[src/rtl/mdb_pkg.sv]
`default_nettype none

package mdb_pkg;

  // Magnitude format: unsigned fixed point with FRAC_BITS fraction bits.
  localparam int MAG_WIDTH = 32;
  localparam int FRAC_BITS = 16;
  localparam int POS_W     = $clog2(MAG_WIDTH);

  // The log2 fraction comes from the six bits just below the leading one.
  localparam int TAB_BITS  = 6;
  localparam int TAB_DEPTH = 1 << TAB_BITS;

  // log2 in signed Q.8 and the dB value (log2 * 1541 / 256) in signed Q8.8.
  localparam int L2_W    = POS_W + 10;
  localparam int DB_MULT = 1541;
  localparam int PROD_W  = L2_W + 12;
  localparam int DB_W    = PROD_W - 8;
  localparam int NUM_W   = DB_W + 1;

  // Configuration registers.
  localparam int CFG_W     = 16;
  localparam int CFG_IDX_W = 2;
  localparam logic [CFG_IDX_W-1:0] CFG_DB_FLOOR   = CFG_IDX_W'(0);
  localparam logic [CFG_IDX_W-1:0] CFG_DB_CEILING = CFG_IDX_W'(1);
  localparam logic signed [CFG_W-1:0] DB_FLOOR_RST   = -16'sd20480;
  localparam logic signed [CFG_W-1:0] DB_CEILING_RST = 16'sd0;
  localparam int RANGE_W = CFG_W + 1;

  // Normalized level t in Q1.16, 0..65536, and its restoring divider.
  localparam int Q_W           = 16;
  localparam int T_W           = Q_W + 1;
  localparam int BITS_PER_STEP = 2;
  localparam int DIV_STEPS     = Q_W / BITS_PER_STEP;

  // Colour map.
  localparam int PALETTE_STOPS = 16;
  localparam int PAL_IDX_W     = $clog2(PALETTE_STOPS);
  localparam int X_W           = T_W + PAL_IDX_W;
  localparam int CH_W          = 8;

  typedef logic [7:0] frac_tab_t [TAB_DEPTH];

  // round(256 * log2(1 + idx / 64))
  localparam frac_tab_t LOG2_FRAC_TAB = '{
      8'd0,   8'd6,   8'd11,  8'd17,  8'd22,  8'd28,  8'd33,  8'd38,
      8'd44,  8'd49,  8'd54,  8'd59,  8'd63,  8'd68,  8'd73,  8'd78,
      8'd82,  8'd87,  8'd92,  8'd96,  8'd100, 8'd105, 8'd109, 8'd113,
      8'd118, 8'd122, 8'd126, 8'd130, 8'd134, 8'd138, 8'd142, 8'd146,
      8'd150, 8'd154, 8'd157, 8'd161, 8'd165, 8'd169, 8'd172, 8'd176,
      8'd179, 8'd183, 8'd186, 8'd190, 8'd193, 8'd197, 8'd200, 8'd203,
      8'd207, 8'd210, 8'd213, 8'd216, 8'd220, 8'd223, 8'd226, 8'd229,
      8'd232, 8'd235, 8'd238, 8'd241, 8'd244, 8'd247, 8'd250, 8'd253
  };

  typedef struct packed {
    logic [CH_W-1:0] r;
    logic [CH_W-1:0] g;
    logic [CH_W-1:0] b;
  } rgb_t;

  typedef rgb_t palette_t [PALETTE_STOPS];

  localparam palette_t PALETTE = '{
      '{8'd68,  8'd1,   8'd84},  '{8'd72,  8'd35,  8'd116},
      '{8'd64,  8'd67,  8'd135}, '{8'd52,  8'd94,  8'd141},
      '{8'd41,  8'd120, 8'd142}, '{8'd32,  8'd144, 8'd140},
      '{8'd34,  8'd167, 8'd132}, '{8'd68,  8'd190, 8'd112},
      '{8'd121, 8'd209, 8'd81},  '{8'd189, 8'd222, 8'd38},
      '{8'd253, 8'd231, 8'd36},  '{8'd253, 8'd200, 8'd39},
      '{8'd253, 8'd168, 8'd46},  '{8'd251, 8'd134, 8'd56},
      '{8'd243, 8'd96,  8'd60},  '{8'd221, 8'd50,  8'd60}
  };

  // How the level t is formed once the clamping has been decided.
  typedef enum logic [1:0] {
    TSEL_ZERO,
    TSEL_FULL,
    TSEL_DIV
  } tsel_t;

  // One word in flight through the divider.
  typedef struct packed {
    tsel_t          sel;
    logic [Q_W-1:0] rem;
    logic [Q_W-1:0] den;
    logic [Q_W-1:0] quo;
  } div_word_t;

endpackage

`default_nettype wire

[src/rtl/mdb_log.sv]
`default_nettype none

module mdb_log
  import mdb_pkg::*;
(
  input  wire                         clk,
  input  wire                         rst_n,
  input  wire                         in_valid,
  output logic                        in_ready,
  input  wire  [MAG_WIDTH-1:0]        in_mag,
  output logic                        out_valid,
  input  wire                         out_ready,
  output logic signed [DB_W-1:0]      out_db,
  output logic                        out_nz
);

  localparam int NSTG = 4;

  logic [NSTG-1:0] v_r;
  logic [NSTG-1:0] adv;

  // Stage 1: leading-one position.
  logic [MAG_WIDTH-1:0] mag1_r, mag1_nxt;
  logic [POS_W-1:0]     pos1_r, pos1_nxt;
  logic                 nz1_r, nz1_nxt;

  // Stage 2: normalizing shift picks the table index.
  logic [TAB_BITS-1:0]  idx2_r, idx2_nxt;
  logic [POS_W-1:0]     pos2_r, pos2_nxt;
  logic                 nz2_r, nz2_nxt;
  logic [MAG_WIDTH-1:0] norm2;

  // Stage 3: log2 in Q.8.
  logic signed [L2_W-1:0] l2_3_r, l2_3_nxt;
  logic                   nz3_r, nz3_nxt;
  logic signed [L2_W-1:0] int3;

  // Stage 4: dB in Q8.8.
  logic signed [DB_W-1:0]   db4_r, db4_nxt;
  logic                     nz4_r, nz4_nxt;
  logic signed [PROD_W-1:0] prod4;

  // A stage moves on when it is empty or its successor moves on.
  always_comb begin
    adv[NSTG-1] = !v_r[NSTG-1] || out_ready;
    for (int k = NSTG - 2; k >= 0; k--) begin
      adv[k] = !v_r[k] || adv[k+1];
    end
  end

  assign in_ready = adv[0];

  always_ff @(posedge clk) begin
    if (!rst_n) begin
      v_r <= '0;
    end else begin
      if (adv[0]) begin
        v_r[0] <= in_valid;
      end
      for (int k = 1; k < NSTG; k++) begin
        if (adv[k]) begin
          v_r[k] <= v_r[k-1];
        end
      end
    end
  end

  // Priority encoder: the highest set bit wins.
  always_comb begin
    pos1_nxt = '0;
    for (int b = 0; b < MAG_WIDTH; b++) begin
      if (in_mag[b]) begin
        pos1_nxt = POS_W'(b);
      end
    end
    nz1_nxt  = |in_mag;
    mag1_nxt = in_mag;
  end

  // Shift the leading one to the top; zeros come in from below.
  always_comb begin
    norm2    = mag1_r << (POS_W'(MAG_WIDTH - 1) - pos1_r);
    idx2_nxt = norm2[MAG_WIDTH-2 -: TAB_BITS];
    pos2_nxt = pos1_r;
    nz2_nxt  = nz1_r;
  end

  // Integer part (position less the fraction bits) plus the table fraction.
  always_comb begin
    int3     = $signed({{(L2_W - POS_W){1'b0}}, pos2_r}) - L2_W'(FRAC_BITS);
    l2_3_nxt = (int3 <<< 8) + $signed({{(L2_W - 8){1'b0}}, LOG2_FRAC_TAB[idx2_r]});
    nz3_nxt  = nz2_r;
  end

  // Scale by 1541/256; the arithmetic shift rounds towards minus infinity.
  always_comb begin
    prod4   = $signed({{(PROD_W - L2_W){l2_3_r[L2_W-1]}}, l2_3_r}) *
              $signed(PROD_W'(DB_MULT));
    db4_nxt = prod4[PROD_W-1:8];
    nz4_nxt = nz3_r;
  end

  always_ff @(posedge clk) begin
    if (adv[0] && in_valid) begin
      mag1_r <= mag1_nxt;
      pos1_r <= pos1_nxt;
      nz1_r  <= nz1_nxt;
    end
    if (adv[1] && v_r[0]) begin
      idx2_r <= idx2_nxt;
      pos2_r <= pos2_nxt;
      nz2_r  <= nz2_nxt;
    end
    if (adv[2] && v_r[1]) begin
      l2_3_r <= l2_3_nxt;
      nz3_r  <= nz3_nxt;
    end
    if (adv[3] && v_r[2]) begin
      db4_r <= db4_nxt;
      nz4_r <= nz4_nxt;
    end
  end

  assign out_valid = v_r[NSTG-1];
  assign out_db    = db4_r;
  assign out_nz    = nz4_r;

endmodule

`default_nettype wire

[src/rtl/mdb_div_step.sv]
`default_nettype none

module mdb_div_step
  import mdb_pkg::*;
(
  input  wire        clk,
  input  wire        rst_n,
  input  wire        in_valid,
  output logic       in_ready,
  input  div_word_t  in_word,
  output logic       out_valid,
  input  wire        out_ready,
  output div_word_t  out_word
);

  logic      v_r;
  div_word_t word_r, word_nxt;
  logic [Q_W:0] trial;

  assign in_ready = !v_r || out_ready;

  // Restoring division, a few quotient bits per stage.
  always_comb begin
    word_nxt = in_word;
    trial    = '0;
    for (int k = 0; k < BITS_PER_STEP; k++) begin
      trial = {word_nxt.rem, 1'b0};
      if (trial >= {1'b0, word_nxt.den}) begin
        trial        = trial - {1'b0, word_nxt.den};
        word_nxt.quo = {word_nxt.quo[Q_W-2:0], 1'b1};
      end else begin
        word_nxt.quo = {word_nxt.quo[Q_W-2:0], 1'b0};
      end
      word_nxt.rem = trial[Q_W-1:0];
    end
  end

  always_ff @(posedge clk) begin
    if (!rst_n) begin
      v_r <= 1'b0;
    end else if (in_ready) begin
      v_r <= in_valid;
    end
  end

  always_ff @(posedge clk) begin
    if (in_ready && in_valid) begin
      word_r <= word_nxt;
    end
  end

  assign out_valid = v_r;
  assign out_word  = word_r;

endmodule

`default_nettype wire

[src/rtl/mdb_cmap.sv]
`default_nettype none

module mdb_cmap
  import mdb_pkg::*;
(
  input  wire              clk,
  input  wire              rst_n,
  input  wire              in_valid,
  output logic             in_ready,
  input  div_word_t        in_word,
  output logic             out_valid,
  input  wire              out_ready,
  output logic [CH_W-1:0]  out_gray,
  output logic [CH_W-1:0]  out_red,
  output logic [CH_W-1:0]  out_green,
  output logic [CH_W-1:0]  out_blue
);

  localparam int MIX_W = CH_W + Q_W + 2;

  // Blend two channel values: lo*(1-f) + hi*f, truncated.
  function automatic logic [CH_W-1:0] mix(input logic [CH_W-1:0] lo,
                                          input logic [CH_W-1:0] hi,
                                          input logic [Q_W-1:0]  f);
    logic signed [CH_W:0]    diff;
    logic signed [MIX_W-1:0] acc;
    diff = $signed({1'b0, hi}) - $signed({1'b0, lo});
    acc  = $signed({2'b00, lo, {Q_W{1'b0}}}) +
           $signed({{(MIX_W - CH_W - 1){diff[CH_W]}}, diff}) *
           $signed({{(MIX_W - Q_W){1'b0}}, f});
    return acc[Q_W +: CH_W];
  endfunction

  logic [1:0] v_r;
  logic [1:0] adv;

  // Stage A: level t, gray, palette stops and the blend fraction.
  logic [T_W-1:0]       t_a;
  logic [T_W+CH_W-1:0]  gray_prod;
  logic [X_W-1:0]       x_a;
  logic [X_W-Q_W-1:0]   i_full;
  logic [PAL_IDX_W-1:0] i_a, j_a;
  logic [CH_W-1:0]      gray_a_r, gray_a_nxt;
  rgb_t                 lo_a_r, lo_a_nxt;
  rgb_t                 hi_a_r, hi_a_nxt;
  logic [Q_W-1:0]       f_a_r, f_a_nxt;

  // Stage B: output register.
  logic [CH_W-1:0] gray_b_r, gray_b_nxt;
  rgb_t            rgb_b_r, rgb_b_nxt;

  always_comb begin
    adv[1] = !v_r[1] || out_ready;
    adv[0] = !v_r[0] || adv[1];
  end

  assign in_ready = adv[0];

  always_ff @(posedge clk) begin
    if (!rst_n) begin
      v_r <= '0;
    end else begin
      if (adv[0]) begin
        v_r[0] <= in_valid;
      end
      if (adv[1]) begin
        v_r[1] <= v_r[0];
      end
    end
  end

  // Select t and locate it between two palette stops.
  always_comb begin
    case (in_word.sel)
      TSEL_FULL: t_a = T_W'(1) << Q_W;
      TSEL_DIV:  t_a = {1'b0, in_word.quo};
      default:   t_a = '0;
    endcase
    gray_prod  = {{CH_W{1'b0}}, t_a} * (T_W + CH_W)'(255);
    gray_a_nxt = gray_prod[Q_W +: CH_W];
    x_a        = {{PAL_IDX_W{1'b0}}, t_a} * X_W'(PALETTE_STOPS - 1);
    i_full     = x_a[X_W-1:Q_W];
    if (i_full >= (X_W - Q_W)'(PALETTE_STOPS - 1)) begin
      i_a = PAL_IDX_W'(PALETTE_STOPS - 1);
      j_a = PAL_IDX_W'(PALETTE_STOPS - 1);
    end else begin
      i_a = i_full[PAL_IDX_W-1:0];
      j_a = i_full[PAL_IDX_W-1:0] + PAL_IDX_W'(1);
    end
    f_a_nxt  = x_a[Q_W-1:0];
    lo_a_nxt = PALETTE[i_a];
    hi_a_nxt = PALETTE[j_a];
  end

  // One multiplier per colour channel.
  always_comb begin
    gray_b_nxt  = gray_a_r;
    rgb_b_nxt.r = mix(lo_a_r.r, hi_a_r.r, f_a_r);
    rgb_b_nxt.g = mix(lo_a_r.g, hi_a_r.g, f_a_r);
    rgb_b_nxt.b = mix(lo_a_r.b, hi_a_r.b, f_a_r);
  end

  always_ff @(posedge clk) begin
    if (adv[0] && in_valid) begin
      gray_a_r <= gray_a_nxt;
      lo_a_r   <= lo_a_nxt;
      hi_a_r   <= hi_a_nxt;
      f_a_r    <= f_a_nxt;
    end
    if (adv[1] && v_r[0]) begin
      gray_b_r <= gray_b_nxt;
      rgb_b_r  <= rgb_b_nxt;
    end
  end

  assign out_valid = v_r[1];
  assign out_gray  = gray_b_r;
  assign out_red   = rgb_b_r.r;
  assign out_green = rgb_b_r.g;
  assign out_blue  = rgb_b_r.b;

endmodule

`default_nettype wire

[src/rtl/magnitude_to_db_colormap_pixel.sv]
// Spectrogram pixel colouring: one magnitude word in, one pixel word out.
// Input channel: in_valid / in_stall with in_magnitude, unsigned, 16
// fraction bits. Output channel: out_valid / out_stall with out_gray_level
// and the colour out_red, out_green, out_blue. A word moves at a clock edge
// where valid is high and stall is low.
// Configuration: cfg_valid / cfg_ready with cfg_index and cfg_data; index 0
// is the dB floor and index 1 the dB ceiling, both signed Q8.8. Other
// indexes are ignored. cfg_ready is always high; write only while idle.
// The pipeline has four stages for the log2 and dB scaling, one for the
// clamp decision, eight divider stages (two quotient bits each) and two
// colour map stages. One word is taken every cycle unless a receiver stall
// has filled the pipeline; the 16-bit restoring divider is laid out as a
// pipeline so that it sets the depth, not the rate.
// Reset (rst_n low at a clock edge) empties the pipeline and loads the
// floor with -80 dB and the ceiling with 0 dB.
// When the receiver stalls, the last word holds; earlier stages go on
// filling empty slots, and in_stall rises once every slot is occupied.
`default_nettype none

module magnitude_to_db_colormap_pixel
  import mdb_pkg::*;
(
  input  wire                   clk,
  input  wire                   rst_n,
  input  wire                   in_valid,
  output logic                  in_stall,
  input  wire  [31:0]           in_magnitude,
  output logic                  out_valid,
  input  wire                   out_stall,
  output logic [7:0]            out_gray_level,
  output logic [7:0]            out_red,
  output logic [7:0]            out_green,
  output logic [7:0]            out_blue,
  input  wire                   cfg_valid,
  output logic                  cfg_ready,
  input  wire  [CFG_IDX_W-1:0]  cfg_index,
  input  wire  [CFG_W-1:0]      cfg_data
);

  // Configuration registers.
  logic signed [CFG_W-1:0] floor_r, floor_nxt;
  logic signed [CFG_W-1:0] ceil_r, ceil_nxt;

  assign cfg_ready = 1'b1;

  always_comb begin
    floor_nxt = floor_r;
    ceil_nxt  = ceil_r;
    if (cfg_valid) begin
      case (cfg_index)
        CFG_DB_FLOOR:   floor_nxt = $signed(cfg_data);
        CFG_DB_CEILING: ceil_nxt  = $signed(cfg_data);
        default: ;
      endcase
    end
  end

  always_ff @(posedge clk) begin
    if (!rst_n) begin
      floor_r <= DB_FLOOR_RST;
      ceil_r  <= DB_CEILING_RST;
    end else begin
      floor_r <= floor_nxt;
      ceil_r  <= ceil_nxt;
    end
  end

  // Log2 and dB front end.
  logic                   log_in_ready;
  logic                   log_valid;
  logic                   log_ready;
  logic signed [DB_W-1:0] log_db;
  logic                   log_nz;

  mdb_log u_log (
    .clk       (clk),
    .rst_n     (rst_n),
    .in_valid  (in_valid),
    .in_ready  (log_in_ready),
    .in_mag    (in_magnitude[MAG_WIDTH-1:0]),
    .out_valid (log_valid),
    .out_ready (log_ready),
    .out_db    (log_db),
    .out_nz    (log_nz)
  );

  assign in_stall = !log_in_ready;

  // Clamp stage: decide zero, full scale or a true division.
  logic                     norm_v_r;
  logic                     norm_ready;
  div_word_t                norm_r, norm_nxt;
  logic signed [NUM_W-1:0]   num;
  logic signed [RANGE_W-1:0] range_q;

  logic [DIV_STEPS:0] dv_valid;
  logic [DIV_STEPS:0] dv_ready;
  div_word_t          dv_word [DIV_STEPS+1];

  assign norm_ready = !norm_v_r || dv_ready[0];
  assign log_ready  = norm_ready;

  always_comb begin
    num     = $signed({{(NUM_W - DB_W){log_db[DB_W-1]}}, log_db}) -
              $signed({{(NUM_W - CFG_W){floor_r[CFG_W-1]}}, floor_r});
    range_q = $signed({ceil_r[CFG_W-1], ceil_r}) - $signed({floor_r[CFG_W-1], floor_r});
    norm_nxt.rem = num[Q_W-1:0];
    norm_nxt.den = range_q[Q_W-1:0];
    norm_nxt.quo = '0;
    if (!log_nz || range_q <= 0 || num <= 0) begin
      norm_nxt.sel = TSEL_ZERO;
    end else if (num >= $signed({{(NUM_W - RANGE_W){range_q[RANGE_W-1]}}, range_q})) begin
      norm_nxt.sel = TSEL_FULL;
    end else begin
      norm_nxt.sel = TSEL_DIV;
    end
  end

  always_ff @(posedge clk) begin
    if (!rst_n) begin
      norm_v_r <= 1'b0;
    end else if (norm_ready) begin
      norm_v_r <= log_valid;
    end
  end

  always_ff @(posedge clk) begin
    if (norm_ready && log_valid) begin
      norm_r <= norm_nxt;
    end
  end

  assign dv_valid[0] = norm_v_r;
  assign dv_word[0]  = norm_r;

  // Divider pipeline: (n << 16) / range.
  for (genvar s = 0; s < DIV_STEPS; s++) begin : g_div
    mdb_div_step u_step (
      .clk       (clk),
      .rst_n     (rst_n),
      .in_valid  (dv_valid[s]),
      .in_ready  (dv_ready[s]),
      .in_word   (dv_word[s]),
      .out_valid (dv_valid[s+1]),
      .out_ready (dv_ready[s+1]),
      .out_word  (dv_word[s+1])
    );
  end

  // Gray level and colour map.
  mdb_cmap u_cmap (
    .clk       (clk),
    .rst_n     (rst_n),
    .in_valid  (dv_valid[DIV_STEPS]),
    .in_ready  (dv_ready[DIV_STEPS]),
    .in_word   (dv_word[DIV_STEPS]),
    .out_valid (out_valid),
    .out_ready (!out_stall),
    .out_gray  (out_gray_level),
    .out_red   (out_red),
    .out_green (out_green),
    .out_blue  (out_blue)
  );

endmodule

`default_nettype wire

[config.mk]
export PLATFORM = sky130hd
export DESIGN_NAME = magnitude_to_db_colormap_pixel
export DESIGN_NICKNAME = d
export VERILOG_FILES = /design/src/rtl/mdb_pkg.sv /design/src/rtl/mdb_log.sv /design/src/rtl/mdb_div_step.sv /design/src/rtl/mdb_cmap.sv /design/src/rtl/magnitude_to_db_colormap_pixel.sv
export SDC_FILE = /design/constraint.sdc
export NUM_CORES = 2
export LEC_CHECK = 0
export BUFFER_PORTS_ARGS = -buffer_cell sky130_fd_sc_hd__buf_4
export CELL_PAD_IN_SITES_DETAIL_PLACEMENT = 1
export CELL_PAD_IN_SITES_GLOBAL_PLACEMENT = 2
export CORE_ASPECT_RATIO = 1.2
export CORE_MARGIN = 4
export CORE_UTILIZATION = 47
export DETAILED_ROUTE_END_ITERATION = 6
export GPL_TIMING_DRIVEN = 0
export PLACE_DENSITY = 0.85
export SYNTH_ARGS = -nofsm -noshare
export SYNTH_HDL_FRONTEND = slang
export SYNTH_SLANG_ARGS = --single-unit
[constraint.sdc]
create_clock -name clk -period 17.4 [get_ports clk]
set_input_delay 4.35 -clock clk [delete_from_list [all_inputs] [get_ports clk]]
set_output_delay 4.35 -clock clk [all_outputs]
set_load 0.01 [all_outputs]
==> impl_metrics.ini <==
[outcome]
outcome = complete, no violations

[route]
met3_length_mm = 4.56
wl_met1_mm = 60.2
wl_met2_mm = 75.5
drt-initial-drc-count = 1846
ant_nets = 0
routed_wirelength_mm = 145
highest_layer = met4
wl_per_cell_microns = 19.7
route.detailed.drc = 0
routed_via_density = 5.53
num_vias = 40552
dr.pass1.iters = 5

[power_and_ir_drop]
pwr-share-clk = 0.444
pwr-share-seq = 0.461
leakagePower_nw = 27.0
p_sw_mw = 0.774
switching_share = 0.231
internal_power_mw = 2.57
p_per_area_nw_per_um2 = 54.4
ir_worst_vdd_mv = 0.0781
finalPower_mw = 3.35
pwr-share-comb = 0.095

[clock_tree]
cts_resized = 0
cts.htree.levels = 3
clock-sinks = 580
cts_setup_buffers = 0
clk_path_buf_depth = 3
cts.clk_slew.worst_paths_ns = 0.06
insertion_delay_ns = 0.65
hold_buffers = 0
numCtsBuffers = 66
cts_root_buf = clkbuf_16
cts_tree = yes

[setup_path]
crit_fanout = 5
worstReg2RegEnd = u_cmap.out_red[7]$_DFFE_PP_
rr_worst_depth = 29
worst_setup_path_startpoint = out_stall
r2r_slack_ns = 8.66
r2r_start = u_cmap.lo_a_r[16]$_SDFFCE_PN1P_
cp_data_arrival_time_ns = 7.55
endpoint = in_stall
setup.worst_path.end_class = output port
crit_required_ns = 13.05
worstSetupPathType = in2out
start_kind = input port

[hold_path]
hold_path.class = reg2reg
hold_depth = 0

[yosys]
synth_ff_type = edfxtp_1
synth-edff-count = 533
synthTopCellsByArea = edfxtp_1, fa_1, ha_1
syn-cell-area_sq_um = 56300
yosys_warnings = 0
synth_area_per_cell_sq_um = 10.1
synth_cell_type_count = 95
ys_async_sr_fraction = 0
synth-seq-cells = 580
synth_nets = 6708
synth_top_area_share = 0.284
synth_area_leader_cell = edfxtp_1
syn-instance-count = 5570
ys_seq_area_frac = 0.301

[global_routing]
grt_pass1_wl_mm = 235
grt_antenna_before_repair = 3
grt_max_degree = 39
track_usage = 0.235
first_global_vias = 44427
grt-ovfl-total = 0

[cells_and_area]
layout-drive-gt1-share = 0.0785
syn2layout_area_growth_pct = 9.27
nets = 6874
n_antenna_cell = 0

[die]
core_sq_um = 118000
fp.dieH_microns = 387
rows = 138
dieWidth_microns = 324
die_area_sq_um = 125000
start_util = 0.475
io_pins = 90

[timing]
timing.final.ws_setup_ns = 5.50
tightest_slew_ns = 1.24
fin_crit_ns = 11.90
final-hold-violation-count = 0
slew_headroom = 0.175
skew_ns = 0.0294
setup-violations-final = 0
rsz0062_at_grt = false
finalMaxSlewViolations = 0
max_freq_mhz = 84.0
fin_tns_setup_ns = 0
fin_crit_sh = 0.684

[place]
dp_worst_setup_slack_ns = 5.51
dp_hpwl_mm = 120
gp_congestion = 0.837
io_buffers = 87

[flow_run]
maxCapViolations = 0
==> state kept, by name, summed over array words and instances, names as in the netlist, 16 cells and up <==
signal	flops
ceil_r	16
dv_word	34
floor_r	16
g_div.u_step.out_word	312
u_cmap.f_a_r	16
u_cmap.hi_a_r	24
u_cmap.lo_a_r	24
u_log.mag1_r	31
u_log.out_db	19
==> power groups by stage <==
stage / registers (mW) / logic (mW) / clock network [mW]
finish: 1.54 / 0.317 / 1.49
global route: 1.54 / 0.356 / 1.59
CTS: 1.54 / 0.319 / 1.53
detailed placement: 1.57 / 0.316 / 0
global placement: 1.57 / 0.306 / 0
floorplan: 1.57 / 0.229 / 0
==> layout make-up <==
type	instances	area, sq um
flip-flops and latches	580	16900
multi-input cells	4093	36000
well taps	1540	1930
plain buffers	147	617
repair buffers	98	866
clock buffers	81	1800
clock inverters	38	515
inverters	750	2820
fillers	13173	56900
==> critical path: stages <==
cell    delay [ns]
buf_4         0.14
and3_1        0.26
and2_1        0.33
and3_1        0.33
and3_1        0.37
and3_1        0.31
and2_1        0.34
and3_1        0.38
and3_1        0.27
and2_1        0.29
buf_4         0.17
==> synthesized netlist by cell type, types with 93 or more instances <==
cell type	n
a21o_1	103
a21oi_1	299
and2_1	226
clkbuf_1	116
edfxtp_1	533
fa_1	434
ha_1	649
inv_1	749
mux2_2	139
nand2_1	356
nand2b_1	142
nor2_1	348
nor3_1	93
o21ai_0	208
xnor2_1	204
==> kinds of logic after synthesis <==
logic type | after synthesis | share of synthesized area
AO/OA/AOI/OAI | 1012 | 0.115
adder cells (fa/ha/maj) | 1083 | 0.299
other | 1 | 0.0000666
multiplexers | 195 | 0.0430
flip-flops | 580 | 0.301
buffers and inverters | 897 | 0.0610
XOR/XNOR | 296 | 0.0462
AND/OR/NAND/NOR | 1506 | 0.135
==> stage by stage <==
| stage | area (sq um) | util | hold slack (ns) | std cells |
|---|---|---|---|---|
| final | 61500 | 0.519 | 0.415 | 7327 |
| after global placement | 58900 | 0.497 | 0.401 | 7197 |
| after global routing | 61500 | 0.519 | 0.423 | 7327 |
| after CTS | 61500 | 0.519 | 0.415 | 7326 |
| after floorplan | 56300 | - | 0.400 | 5570 |
| after detailed placement | 59200 | 0.500 | 0.406 | 7207 |
==> how the worst min path moves through the flow <==
stage | start | to
CTS | g_div[2].u_step.out_word[4]$_DFFE_PP_ | g_div[3].u_step.out_word[6]$_DFFE_PP_
finish | g_div[2].u_step.out_word[4]$_DFFE_PP_ | g_div[3].u_step.out_word[6]$_DFFE_PP_
global placement | g_div[6].u_step.out_word[49]$_DFFE_PP_ | g_div[7].u_step.out_word[49]$_DFFE_PP_
global route | g_div[6].u_step.out_word[5]$_DFFE_PP_ | g_div[7].u_step.out_word[7]$_DFFE_PP_
floorplan | dv_word[448]$_SDFFCE_PP0P_ | g_div[0].u_step.out_word[48]$_DFFE_PP_
detailed placement | g_div[6].u_step.out_word[5]$_DFFE_PP_ | g_div[7].u_step.out_word[7]$_DFFE_PP_
==> layer usage <==
metal	global-route usage	vias up
met5	0	-
met4	0.0746	0
met3	0.0275	211
met2	0.430	530
met1	0.286	20312
li1	-	19499
==> cell usage in the layout, fill, tap and decap left out, types with 69 or more instances in the layout <==
master	count
a21o_1	103
a21oi_1	299
and2_1	226
buf_4	90
clkbuf_1	126
clkbuf_16	70
edfxtp_1	533
fa_1	434
ha_1	649
inv_1	749
mux2_2	139
nand2_1	356
nand2b_1	142
nor2_1	348
nor2b_1	74
nor3_1	93
o21a_1	69
o21ai_0	208
xnor2_1	204
xor2_1	91
Power figures use the tool's default switching activity.
